File: config.mk
export PLATFORM = sky130hd
export DESIGN_NAME = seven_segment_scan_driver_unit
export DESIGN_NICKNAME = d
export VERILOG_FILES = /design/src/rtl/core/sssd_pkg.sv /design/src/rtl/core/sssd_front.sv /design/src/rtl/core/seven_segment_scan_driver_unit.sv
export SDC_FILE = /design/constraint.sdc
export NUM_CORES = 1
export LEC_CHECK = 0
export BUFFER_PORTS_ARGS = -buffer_cell sky130_fd_sc_hd__buf_2
export CAP_MARGIN = 20
export CORE_MARGIN = 2
export CORE_UTILIZATION = 50
export CTS_BUF_LIST = sky130_fd_sc_hd__clkbuf_4 sky130_fd_sc_hd__clkbuf_8
export DETAILED_ROUTE_END_ITERATION = 16
export PLACE_DENSITY = 0.76
export SYNTH_ARGS = -nofsm -noshare
export SYNTH_HDL_FRONTEND = slang
export SYNTH_SLANG_ARGS = --single-unit
File: constraint.sdc
create_clock -name clk -period 8.05 [get_ports clk]
set_clock_uncertainty 0.05 [all_clocks]
set_input_delay 1.2075 -clock clk [delete_from_list [all_inputs] [get_ports clk]]
set_output_delay 1.2075 -clock clk [all_outputs]
set_load 0.005 [all_outputs]
File: src/rtl/core/sssd_pkg.sv
package sssd_pkg;

  localparam int NUM_DIGITS_DEF = 4;
  localparam int STORE_DIGITS   = 4;
  localparam int POS_W          = 3;

  localparam logic [13:0] NUMBER_MAX = 14'd9999;
  localparam logic [7:0]  POINT_BIT  = 8'h80;

  typedef enum logic [1:0] {
    REQ_WRITE_DIGITS = 2'd0,
    REQ_WRITE_NUMBER = 2'd1,
    REQ_SET_POINT    = 2'd2,
    REQ_SCAN_TICK    = 2'd3
  } sssd_req_t;

  typedef struct packed {
    sssd_req_t                req;
    logic [3:0][3:0]          digit;
    logic [3:0]               thousands;
    logic [9:0]               below_thousand;
    logic signed [3:0]        point;
  } sssd_item_t;

  function automatic logic [3:0] clamp_digit(input logic signed [5:0] v);
    logic [3:0] r;
    if (v[5]) begin
      r = 4'd0;
    end else if (v[4]) begin
      r = 4'd15;
    end else begin
      r = v[3:0];
    end
    return r;
  endfunction

  function automatic logic [7:0] glyph(input logic [3:0] idx);
    logic [7:0] g;
    unique case (idx)
      4'h0: g = 8'h3F;
      4'h1: g = 8'h06;
      4'h2: g = 8'h5B;
      4'h3: g = 8'h4F;
      4'h4: g = 8'h66;
      4'h5: g = 8'h6D;
      4'h6: g = 8'h7D;
      4'h7: g = 8'h07;
      4'h8: g = 8'h7F;
      4'h9: g = 8'h6F;
      4'hA: g = 8'h77;
      4'hB: g = 8'h7C;
      4'hC: g = 8'h39;
      4'hD: g = 8'h5E;
      4'hE: g = 8'h79;
      4'hF: g = 8'h71;
      default: g = 8'h3F;
    endcase
    return g;
  endfunction

endpackage

File: src/rtl/core/sssd_front.sv
module sssd_front (
  input  logic                     clk,
  input  logic                     rst_n,
  input  logic                     in_valid,
  output logic                     in_ready,
  input  logic [1:0]               in_req_type,
  input  logic signed [5:0]        in_digit_value_0,
  input  logic signed [5:0]        in_digit_value_1,
  input  logic signed [5:0]        in_digit_value_2,
  input  logic signed [5:0]        in_digit_value_3,
  input  logic signed [14:0]       in_number_value,
  input  logic signed [3:0]        in_point_position,
  input  logic                     take,
  output logic                     item_valid,
  output sssd_pkg::sssd_item_t     item
);
  import sssd_pkg::*;

  logic        valid_r;
  logic        valid_nxt;
  sssd_item_t  item_r;
  sssd_item_t  item_nxt;
  logic [13:0] num_clamped;
  logic [27:0] thou_prod;
  logic [3:0]  thou;
  logic [13:0] thou_rem;
  logic        load;

  assign in_ready = !valid_r || take;
  assign load     = in_valid && in_ready;

  always_comb begin
    if (in_number_value[14]) begin
      num_clamped = 14'd0;
    end else if (in_number_value[13:0] > NUMBER_MAX) begin
      num_clamped = NUMBER_MAX;
    end else begin
      num_clamped = in_number_value[13:0];
    end
    thou_prod = 28'(num_clamped) * 28'd8389;
    thou      = thou_prod[26:23];
    thou_rem  = num_clamped - 14'(thou) * 14'd1000;

    item_nxt.req            = sssd_req_t'(in_req_type);
    item_nxt.digit[0]       = clamp_digit(in_digit_value_0);
    item_nxt.digit[1]       = clamp_digit(in_digit_value_1);
    item_nxt.digit[2]       = clamp_digit(in_digit_value_2);
    item_nxt.digit[3]       = clamp_digit(in_digit_value_3);
    item_nxt.thousands      = thou;
    item_nxt.below_thousand = thou_rem[9:0];
    item_nxt.point          = in_point_position;

    if (load) begin
      valid_nxt = 1'b1;
    end else if (take) begin
      valid_nxt = 1'b0;
    end else begin
      valid_nxt = valid_r;
    end
  end

  always_ff @(posedge clk) begin
    if (!rst_n) begin
      valid_r <= 1'b0;
    end else begin
      valid_r <= valid_nxt;
    end
  end

  always_ff @(posedge clk) begin
    if (load) begin
      item_r <= item_nxt;
    end
  end

  assign item_valid = valid_r;
  assign item       = item_r;

endmodule

File: src/rtl/core/seven_segment_scan_driver_unit.sv
// Four-digit multiplexed seven-segment scan driver.
// Input channel (in_valid / in_ready) carries one request per transaction:
// write digits, write number, set point or scan tick. Only a scan tick
// produces an output transaction (out_valid / out_ready) carrying the
// segment pattern (a..g in bits 0..6, point in bit 7) and the select code
// of the digit being driven; the scan then advances and wraps after
// NUM_DIGITS digits. Digits above the four stored ones show the zero
// glyph with no point.
// An accepted tick sits in the input register, moves into the result
// register once the result register is free or being taken, and is
// offered on the output from then on. Throughput: one transaction per
// cycle while the receiver does not stall.
// Writes issued after a tick never affect that tick's result.
// Reset (rst_n low, synchronous) clears all digits, points and the scan
// position, and empties both pipeline registers.
// When the receiver stalls, the result register holds; writes keep
// flowing, and a further tick waits in the input register, which then
// drops in_ready until the result register frees up.
module seven_segment_scan_driver_unit #(
  parameter int NUM_DIGITS = sssd_pkg::NUM_DIGITS_DEF
) (
  input  logic                clk,
  input  logic                rst_n,
  input  logic                in_valid,
  output logic                in_ready,
  input  logic [1:0]          in_req_type,
  input  logic signed [5:0]   in_digit_value_0,
  input  logic signed [5:0]   in_digit_value_1,
  input  logic signed [5:0]   in_digit_value_2,
  input  logic signed [5:0]   in_digit_value_3,
  input  logic signed [14:0]  in_number_value,
  input  logic signed [3:0]   in_point_position,
  output logic                out_valid,
  input  logic                out_ready,
  output logic [7:0]          out_segment_bits,
  output logic [1:0]          out_select_code
);
  import sssd_pkg::*;

  localparam int SCAN_W    = $clog2(NUM_DIGITS);
  localparam int POINT_LIM = (NUM_DIGITS < STORE_DIGITS) ? NUM_DIGITS : STORE_DIGITS;

  logic            item_valid;
  sssd_item_t      item;
  logic            take;
  logic            tick;

  logic [3:0][3:0] glyph_r;
  logic [3:0][3:0] glyph_nxt;
  logic [3:0]      point_r;
  logic [3:0]      point_nxt;
  logic [SCAN_W-1:0] scan_r;
  logic [SCAN_W-1:0] scan_nxt;
  logic            out_valid_r;
  logic            out_valid_nxt;
  logic [7:0]      seg_r;
  logic [7:0]      seg_nxt;
  logic [1:0]      sel_r;
  logic [1:0]      sel_nxt;

  logic [15:0]     hund_prod;
  logic [17:0]     t10_prod;
  logic [3:0]      hund;
  logic [6:0]      t10;
  logic [6:0]      tens_full;
  logic [9:0]      units_full;
  logic [POS_W-1:0] pos;
  logic [3:0]      pos_glyph;
  logic            pos_point;
  logic            point_ok;

  sssd_front u_front (
    .clk               (clk),
    .rst_n             (rst_n),
    .in_valid          (in_valid),
    .in_ready          (in_ready),
    .in_req_type       (in_req_type),
    .in_digit_value_0  (in_digit_value_0),
    .in_digit_value_1  (in_digit_value_1),
    .in_digit_value_2  (in_digit_value_2),
    .in_digit_value_3  (in_digit_value_3),
    .in_number_value   (in_number_value),
    .in_point_position (in_point_position),
    .take              (take),
    .item_valid        (item_valid),
    .item              (item)
  );

  assign tick = (item.req == REQ_SCAN_TICK);
  assign take = item_valid && (!tick || !out_valid_r || out_ready);

  always_comb begin
    hund_prod  = 16'(item.below_thousand) * 16'd41;
    t10_prod   = 18'(item.below_thousand) * 18'd205;
    hund       = hund_prod[15:12];
    t10        = t10_prod[17:11];
    tens_full  = t10 - 7'(hund) * 7'd10;
    units_full = item.below_thousand - 10'(t10) * 10'd10;

    pos       = POS_W'(scan_r);
    pos_glyph = pos[2] ? 4'd0 : glyph_r[pos[1:0]];
    pos_point = pos[2] ? 1'b0 : point_r[pos[1:0]];
    point_ok  = !item.point[3] && ({1'b0, item.point[2:0]} < 4'(POINT_LIM));

    glyph_nxt     = glyph_r;
    point_nxt     = point_r;
    scan_nxt      = scan_r;
    seg_nxt       = seg_r;
    sel_nxt       = sel_r;
    out_valid_nxt = out_valid_r && !out_ready;

    if (take) begin
      unique case (item.req)
        REQ_WRITE_DIGITS: begin
          glyph_nxt = item.digit;
        end
        REQ_WRITE_NUMBER: begin
          glyph_nxt[0] = item.thousands;
          glyph_nxt[1] = hund;
          glyph_nxt[2] = tens_full[3:0];
          glyph_nxt[3] = units_full[3:0];
          point_nxt    = 4'b0000;
        end
        REQ_SET_POINT: begin
          point_nxt = point_ok ? (4'b0001 << item.point[1:0]) : 4'b0000;
        end
        REQ_SCAN_TICK: begin
          seg_nxt       = glyph(pos_glyph) | (pos_point ? POINT_BIT : 8'h00);
          sel_nxt       = pos[1:0];
          out_valid_nxt = 1'b1;
          scan_nxt      = (scan_r == SCAN_W'(NUM_DIGITS - 1)) ? '0 : scan_r + 1'b1;
        end
        default: begin
          glyph_nxt = glyph_r;
        end
      endcase
    end
  end

  always_ff @(posedge clk) begin
    if (!rst_n) begin
      glyph_r     <= '0;
      point_r     <= '0;
      scan_r      <= '0;
      out_valid_r <= 1'b0;
    end else begin
      glyph_r     <= glyph_nxt;
      point_r     <= point_nxt;
      scan_r      <= scan_nxt;
      out_valid_r <= out_valid_nxt;
    end
  end

  always_ff @(posedge clk) begin
    seg_r <= seg_nxt;
    sel_r <= sel_nxt;
  end

  assign out_valid        = out_valid_r;
  assign out_segment_bits = seg_r;
  assign out_select_code  = sel_r;

endmodule

# Word level (Yosys, flattened, before mapping)
# Memories as Yosys holds them, arrays and structs flattened.
# Index checks and enable logic that the tools add are counted.
[classes]
n_addsub = 4
multipliers = 6
order_cmp = 3
eq_ne = 4
shift = 1
mux = 21
bitwise_logic = 1
reduce_logical = 19
[op_table]
columns = ["cell", "n"]
rows = [
  ["$pmux 16 s2", 1],
  ["$mux 14", 2],
  ["$mul 14x14->27 const B", 1],
  ["$mux 4", 6],
  ["$mux 8", 3],
  ["$mul 10x8->18 const B", 1],
  ["$mul 10x6->16 const B", 1],
  ["$gt 14x14->1 const B", 1],
  ["$sub 10x10->10", 1],
  ["$bmux 4 s2", 1],
  ["$or 8x8->8", 1],
  ["$pmux 4 s2", 1],
  ["$sub 4x4->4", 2],
  ["$mul 4x7->7 const B", 1],
  ["$mul 7x3->3 const B", 1],
  ["$eq 2x2->1 const B", 3],
  ["$reduce_and 2->1", 3],
  ["$reduce_bool 2->1", 3],
  ["$logic_not 1->1", 5],
  ["$mux 1", 5],
  ["$logic_and 1x1->1", 4],
  ["$mul 4x3->3 const B", 1],
  ["$shl 1x2->4 const A", 1],
  ["$logic_or 1x1->1", 3],
  ["other kinds (7)", 7],
]
[word_totals]
ff_bits = 70
rom_bits = 112
output_inout_bits = 12
memories = 1
[mem_list]
columns = ["memory", "words", "width", "read_ports", "rd_clocked_by_memory_dff", "wr", "line", "source"]
rows = [
  ["(name not given)", 16, 7, 1, 0, 0, "sssd_pkg.sv:39", "unique case (idx)"],
]

# Depth between registers and ports, before layout
# Gate-level depths: netlist of the first run.
[depth]
ltp_word = 8
depth_mapped = 33

# By module
# From an unflattened synthesis of the first run, not the netlist that was laid out.
[unflattened]
hier_cells = 802
area_unflattened_um2 = 8005.2
[modules_own_cells]
columns = ["module", "n_inst", "cells_each", "area_per_inst_um2", "seq_area_each_um2"]
rows = [
  ["sssd_front", 1, 419, 4271.6, 1101.1],
  ["seven_segment_scan_driver_unit", 1, 383, 3733.6, 760.7],
]

# Worst setup path before layout of the first run
# OpenSTA, ideal clock, no wires.
[synth_timing]
kind = "input to register"
start = "in in_number_value[12]"
end = "reg u_front.item_r (netlist bit u_front.item[13]), data pin"
setup_ns = 0.262
arrival_ns = 8.150
t_required_ns = 7.738
slack_ns = -0.412
cell_stages = 30
path_cell_list = "o21a_1 nor2_1 or2_2 clkbuf_1 inv_1 ha_1 ha_1 ha_1 fa_1 fa_1 ha_1 ha_1 a21o_1 a21o_1 a221oi_1 o21ai_0 a211oi_1 o21bai_1 xnor2_1 ha_1 inv_1 fa_1 fa_1 ha_1 inv_1 o21bai_1 a21oi_1 xnor2_1 xnor2_2 xnor2_1"
[synth_lines]
columns = ["element", "line", "source"]
rows = [
  ["from (decl)", "seven_segment_scan_driver_unit.sv:31", "input logic signed [14:0] in_number_value,"],
  ["to (signal assigned)", "sssd_front.sv:72", "item_r <= item_nxt;"],
  ["to (decl)", "sssd_front.sv:21", "sssd_item_t item_r;"],
]

==> impl_metrics.tcl, run 1 <==
set metrics [dict create \
    fin_area_mm2 0.00959 \
    crit_top_cell "inv_1" \
    drtPass1Iterations 4 \
    syn_to_final_growth_pct 23.4 \
    hold_depth 1 \
    clk_latency_ns 0.34 \
    cp.arrival_ns 8.10 \
    gp_congestion 0.895 \
    hold_class "reg2reg" \
    routed_wl_um 16700 \
    via_per_inst 5.26 \
    rsz0062_at_grt "yes" \
    start_util_pct 51.1 \
    worst_ep_required_time_ns 8.09 \
    cp_top_family "adder cells" \
    tightest_slew_ns 1.07 \
    syn_nets 1045 \
    num_io_pins 61 \
    slowest_stage "fa_1" \
    track_usage_pct 20.7 \
    hp-start "glyph_r[8]$_SDFFE_PN0P_" \
    coreArea_mm2 0.0152 \
    postPlaceCellArea_mm2 0.00890 \
    drv_cap 0 \
    ys_dominant_reg_cell "edfxtp_1" \
    die_h_um 129 \
    die_area_mm2 0.0166 \
    max_freq_ghz 0.124 \
    num_rows 45 \
    post-place-ws_ns -0.567 \
    ys_async_sr_fraction_pct 0 \
    r2r_setup_slack_ns 2.32 \
    via_count 5669 \
    grt_pass1_vias 5683 \
    synth_seq_cells 70 \
    hold_violations 0 \
    synth-seq-area-share_pct 24.0 \
    p_leak_nw 4.92 \
    crit_buf_inv 8 \
    nets 1170 \
    cp_slowest_stage_delay_ns 0.50 \
    syn_area_mm2 0.00777 \
    max-slew-margin-rel_pct 28.5 \
    grt_pass1_wl_um 27000 \
    clockBufferDepth 2 \
    grt_start_max_net_pins 34 \
    wire_per_inst_um 15.5 \
    hold_end "glyph_r[8]$_SDFFE_PN0P_" \
    synth_edf_count 46 \
    peakVddDrop_mv 0.511 \
    violations "negative setup slack" \
    worstRegToRegCells 21 \
    whs_ns 0.448 \
    drc 0 \
    antenna_found_initial 0 \
    drv_slew 0 \
    p_per_area_mw_per_mm2 327 \
    cts_tree "yes" \
    cts_made_buffers 9 \
    root_buffer "clkbuf_8" \
    drive_gt1_share_pct 26.3 \
    die_w_um 129 \
    start_kind "input pin" \
    gr-total-overflow 0 \
    ant_nets 0 \
    numPortBuffers 60 \
    synth.avg_cell_area_um2 10.2 \
    drtIter0Drc 314 \
    hpwl_um 13200 \
    ys_warn_count 0 \
    synth_cells 760 \
    cp_max_fo 4 \
    path_class "in2reg" \
    ctsHtreeMaxLevel 3 \
    synthDistinctLibCells 52 \
    clock-sinks 70 \
    tns_ns -0.0149 \
    fin_ws_ns -0.0149 \
    path_clk_slew_ns 0.08 \
    n_antenna_cell 0 \
    min_period_ns 8.06 \
    outcome "finished, violations left" \
    setup_viol 1 \
    fin_crit_sh_pct 100 \
    regToRegStartpoint "u_front.item[7]$_DFFE_PP_" \
    r2r-end "glyph_r[11]$_SDFFE_PN0P_" \
    critPathCaptureType "flop" \
]
[registers in the layout, summed over array words and instances (netlist names)]
register and flops:
point_r 4, scan_r 2, out_valid 1, u_front.item 36
u_front.item_valid 1, out_segment_bits 8, glyph_r 16, out_select_code 2
[logic make-up (layout without fill, tap and decap cells)]
| group | after synthesis | count (layout) | synth area share (%) |
|---|---|---|---|
| AO/OA/AOI/OAI | 96 | 96 | 8.94 |
| XOR/XNOR | 35 | 35 | 4.32 |
| adder cells (fa/ha/maj) | 236 | 236 | 42.6 |
| buffers and inverters | 167 | 297 | 8.07 |
| flip-flops | 70 | 70 | 24.0 |
| multiplexers | 26 | 26 | 4.35 |
| AND/OR/NAND/NOR | 130 | 130 | 7.73 |
[metal layers]
metal  global-route usage [%]  vias to the layer above  wire [um]  part of all wire (%)
met5                        0                        -          0                     0
met4                     4.35                        0        314                   1.9
met3                     2.79                       25        481                   2.9
met2                     39.0                      115       8690                    52
met1                     25.2                     2703       7210                    43
li1                         -                     2826          -                     -
[how the worst max path moves through the flow]
stage,startpoint,end,depth (start not counted)
finish,in_number_value[6],u_front.item[13]$_DFFE_PP_,35
global placement,in_number_value[10],u_front.item[13]$_DFFE_PP_,33
detailed placement,in_number_value[10],u_front.item[13]$_DFFE_PP_,34
CTS,in_number_value[6],u_front.item[13]$_DFFE_PP_,35
global route,in_number_value[6],u_front.item[13]$_DFFE_PP_,35
floorplan,in_number_value[10],u_front.item[13]$_DFFE_PP_,32
[through the flow]
| stage | instances | total power [mW] | utilization (%) |
|---|---|---|---|
| after global placement | 1050 | 2.65 | 58.4 |
| final | 1078 | 3.14 | 63.1 |
| after global routing | 1078 | 3.47 | 63.1 |
| after detailed placement | 1051 | 2.75 | 58.6 |
| after floorplan | 760 | 2.22 | - |
| after CTS | 1076 | 3.13 | 62.2 |
[timing repair]
item                       CTS  global route
gates resized for setup     38            20
setup buffers                9             1
hold buffers                 0             0
setup endpoints to repair    1             1
pin swaps                   49            34
[area by class of cell]
class / instances / area (um^2)
multi-input cells: 523 / 5840
clock buffers: 9 / 124
clock inverters: 7 / 120
well taps: 188 / 235
inverters: 154 / 583
flip-flops and latches: 70 / 1860
fillers: 1184 / 5620
repair buffers: 127 / 826
[where the power goes]
part           total [mW]  switching [mW]  leakage (nW)  internal, mW
Sequential          0.454          0.0350         0.644         0.419
Combinational        2.34            1.22          4.15          1.12
Clock               0.342           0.135         0.120         0.207
Total                3.14            1.39          4.92          1.75
[cell usage in the layout, fill, tap and decap left out, types with 3 or more instances in the layout]
master,n
nor3_1,6
o21bai_1,4
o21a_1,3
and2_4,4
edfxtp_1,46
buf_4,65
a22oi_1,4
xnor2_1,20
nand2_1,22
nor2_1,54
ha_2,5
inv_2,8
buf_2,59
dfxtp_1,24
fa_2,4
nand3_1,9
xnor2_2,5
o21ai_0,10
ha_1,154
nor2_4,3
nand4_1,4
nor2_2,4
nor2b_1,12
mux2i_1,18
a21oi_2,3
a21o_1,16
a21oi_1,22
o211a_1,12
xor2_1,8
inv_1,144
bufinv_16,3
mux4_2,6
ha_4,29
fa_1,44
clkbuf_8,9
[synth_stat cells (2+ instances only)]
library cell,number,area share [%]
ha_1,188,30
inv_1,154,7.4
nor2_1,61,2.9
fa_1,48,12
edfxtp_1,46,18
a21oi_1,25,1.6
dfxtp_1,24,6.2
xnor2_1,24,2.7
nand2_1,22,1.1
mux2i_1,18,2.3
a21o_1,16,1.5
clkbuf_1,12,0.58
nor2b_1,12,0.97
o211a_1,12,1.5
o21ai_0,11,0.71
nand3_1,9,0.58
xor2_1,8,0.90
and2_1,6,0.48
mux4_2,6,1.7
nor3_1,6,0.39
o21bai_1,5,0.48
a22oi_1,4,0.39
nand4_1,4,0.32
a211oi_1,3,0.29
o21a_1,3,0.29
or2_2,3,0.24
mux2_2,2,0.29
nand4b_1,2,0.23
o221ai_1,2,0.23
xnor2_2,2,0.42
(Power assumes the default switching activity.)
==> run 2: changes to the inputs <==
--- a/config.mk
+++ b/config.mk
@@ -14,4 +14,5 @@
 export PLACE_DENSITY = 0.76
 export SYNTH_ARGS = -nofsm -noshare
 export SYNTH_HDL_FRONTEND = slang
+export SYNTH_HIERARCHICAL = 1
 export SYNTH_SLANG_ARGS = --single-unit
==> constraint.sdc (replaced) <==
create_clock -name clk -period 8.05 [get_ports clk]
set_clock_uncertainty 0.05 [all_clocks]
set_input_delay 1.2075 -clock clk [delete_from_list [all_inputs] [get_ports clk]]
set_output_delay 1.2075 -clock clk [all_outputs]
set_load 0.01 [all_outputs]
==> run 2 against run 1 <==
Net effect:
- the run still ends with negative setup slack left
- synthesized cell count is 5.5% higher
- final area is 1.9% higher
- via count is 4.3% higher
- first-iteration DRC count is 5.1% lower
- maximum frequency is 0.25% lower
- utilization is 1.1 points lower
- sequential cell count stayed put
- non-clock buffer count is 3 higher
- area after synthesis is 3.0% higher
- die area is 2.9% higher
- critical path type unchanged
- critical endpoint is now u_front/item[13]$_DFFE_PP_
==> impl_metrics.tcl, run 2 <==
set metrics [dict create \
    tns_ns -0.0350 \
    synth_cells 802 \
    worstRegToRegCells 22 \
    fillers 1283 \
    dp_cells 1126 \
    crit_buf_inv 6 \
    synthDistinctLibCells 64 \
    fin_crit_sh_pct 100 \
    worst_ep_required_time_ns 8.10 \
    peakVddDrop_mv 0.469 \
    drv_cap 0 \
    cp_top_family "adder cells" \
    via_count 5911 \
    cp_max_fo 7 \
    ant_nets 0 \
    synth_xor_area_share_pct 4.33 \
    stdcell_count 1149 \
    fin_ws_ns -0.0350 \
    grt_start_max_net_pins 37 \
    synth_most_common_cell "ha_1" \
    synthAdderAreaFrac_pct 41.5 \
    root_buffer "clkbuf_8" \
    clockBufferDepth 2 \
    nets 1214 \
    drtPass1Iterations 5 \
    netlist.area_leader.share_pct 29.7 \
    grt_pass1_vias 5908 \
    power_mw 3.02 \
    syn_to_final_growth_pct 22.0 \
    hpwl_um 13500 \
    tightest_slew_ns 0.994 \
    gp_congestion 0.847 \
    r2r-end "glyph_r[11]$_SDFFE_PN0P_" \
    regToRegStartpoint "u_front/item[6]$_DFFE_PP_" \
    cp.arrival_ns 8.14 \
    post-place-ws_ns -0.555 \
    n_antenna_cell 0 \
    cts_tree "yes" \
    drtIter0Drc 298 \
    start_util_pct 50.8 \
    path_class "in2reg" \
    start_kind "input pin" \
    syn_area_mm2 0.00801 \
    max_freq_ghz 0.124 \
    die_w_um 131 \
    hold_violations 0 \
    crit_cells 33 \
    final_cell_mix "ha_1 (159), inv_1 (147), buf_4 (70)" \
    via_per_inst 5.14 \
    die_area_mm2 0.0170 \
    num_rows 46 \
    crit_top_cell "ha_1" \
    syn_nets 1088 \
    ys_dominant_reg_cell "edfxtp_1" \
    antenna_found_initial 0 \
    synth-simple-area-share_pct 9.11 \
    synth-seq-area-share_pct 23.3 \
    p_per_area_mw_per_mm2 309 \
    numPortBuffers 60 \
    ys_async_sr_fraction_pct 0 \
    synth_common_cells "ha_1 (190), inv_1 (156), nor2_1 (76)" \
    num_io_pins 61 \
    track_usage_pct 20.0 \
    clock-sinks 70 \
    synth.avg_cell_area_um2 9.98 \
    violations "negative setup slack" \
    die_h_um 131 \
    cts_made_buffers 9 \
    synth_area_leaders "ha_1 (30%), edfxtp_1 (17%), fa_1 (12%)" \
    crit_path_start "in_number_value[4]" \
    mostFrequentLayoutCell "ha_1" \
    r2r_setup_slack_ns 1.72 \
    coreArea_mm2 0.0158 \
    clk_latency_ns 0.35 \
    path_clk_slew_ns 0.08 \
    slowest_stage "fa_1" \
    synth_top_family_by_area "adder cells" \
    critPathCaptureType "flop" \
    synth.mux.area_fraction_pct 3.47 \
    synth_compound_area_share_pct 10.2 \
    min_period_ns 8.08 \
    ys_warn_count 6 \
    largest_register_ffs 36 \
    drv_slew 0 \
    synth_seq_cells 70 \
    synth_edf_count 46 \
    drc 0 \
    gr-total-overflow 0 \
    max-slew-margin-rel_pct 33.7 \
    grt_pass1_wl_um 27200 \
    ctsHtreeMaxLevel 3 \
    drive_gt1_share_pct 26.3 \
    outcome "finished, violations left" \
    cp_slowest_stage_delay_ns 0.54 \
    wire_per_inst_um 14.2 \
    p_leak_nw 4.81 \
    crit_end "u_front/item[13]$_DFFE_PP_" \
    yosys.area.top_type "ha_1" \
    routed_wl_um 16300 \
    setup_viol 1 \
    hold_class "reg2reg" \
    rsz0062_at_grt "yes" \
]
==> run 2: changes by cell type in the layout (fill, tap and decap cells not counted), moves of 6 or more <==
| cell | before | now |
|---|---|---|
| nor2_1 | 54 | 67 |
| o211a_1 | 12 | 0 |
| a211oi_1 | 1 | 12 |
| nor2b_1 | 12 | 5 |
| a31oi_1 | 0 | 6 |
| mux2i_1 | 18 | 12 |
| nand2_1 | 22 | 16 |
==> run 2: worst min path at each step <==
stage / start / endpoint / depth (start not counted)
after global placement: point_r[1]$_SDFFE_PN0P_ / point_r[1]$_SDFFE_PN0P_ / 2
final: point_r[2]$_SDFFE_PN0P_ / point_r[2]$_SDFFE_PN0P_ / 2
after CTS: point_r[2]$_SDFFE_PN0P_ / point_r[2]$_SDFFE_PN0P_ / 2
after detailed placement: point_r[2]$_SDFFE_PN0P_ / point_r[2]$_SDFFE_PN0P_ / 2
after global routing: point_r[2]$_SDFFE_PN0P_ / point_r[2]$_SDFFE_PN0P_ / 2
after floorplan: scan_r[0]$_SDFFE_PN0P_ / out_select_code[0]$_DFFE_PP_ / 0
==> run 2: logic make-up (layout without fill, tap and decap cells) <==
group / count (synthesis) / count (layout)
adders and majority gates: 237 / 237
buffers and inverters: 171 / 302
and+or+nand+nor: 152 / 152
AOI/OAI and AO/OA: 117 / 117
DFF: 70 / 70
xor gates and xnor gates: 35 / 35
muxes: 20 / 20
==> run 2: layer usage <==
layer | wire length, um | track usage [%] | part of all wire (%) | vias to the layer above
met5 | 0 | 0 | 0 | -
met4 | 177 | 3.13 | 1.1 | 0
met3 | 395 | 2.61 | 2.4 | 19
met2 | 8400 | 36.8 | 52 | 84
met1 | 7300 | 25.6 | 45 | 2807
li1 | - | - | - | 3001
==> run 2: final cells by class <==
class | count | area [um^2] | share of cell area (%)
clock buffer | 9 | 124 | 1.27
clock inverter | 7 | 76.3 | 0.781
inverter | 156 | 593 | 6.07
multi-input combinational | 561 | 6010 | 61.5
sequential | 70 | 1860 | 19.1
tap | 216 | 270 | 2.77
timing repair buffer | 130 | 832 | 8.52
==> run 2: repair_timing <==
| action | in CTS | in global routing |
|---|---|---|
| setup buffers | 1 | 6 |
| setup endpoints to repair | 2 | 2 |
| resized for setup | 4 | 42 |
| hold buffers | 0 | 0 |
| pin swaps | 6 | 18 |
==> run 2: per-stage QoR <==
step / area [um^2] / hold slack [ns] / utilization, %
2_1_floorplan: 8320 / 0.381 / -
3_3_place_gp: 9290 / 0.422 / 58.9
3_5_place_dp: 9290 / 0.437 / 58.9
4_1_cts: 9510 / 0.458 / 60.3
5_1_grt: 9770 / 0.480 / 61.9
6_report: 9770 / 0.453 / 61.9
==> run 2: where the power goes <==
part / switching (mW) / leakage [nW] / internal, mW / total, mW
Combinational: 1.17 / 4.08 / 1.12 / 2.28
Sequential: 0.0345 / 0.633 / 0.422 / 0.456
Clock: 0.151 / 0.103 / 0.123 / 0.274
==> run 2: worst min-delay path, cell delays in order, from the launching register on <==
cell and delay (ns):
dfxtp_1 0.34, a21oi_1 0.06, nor2_1 0.07
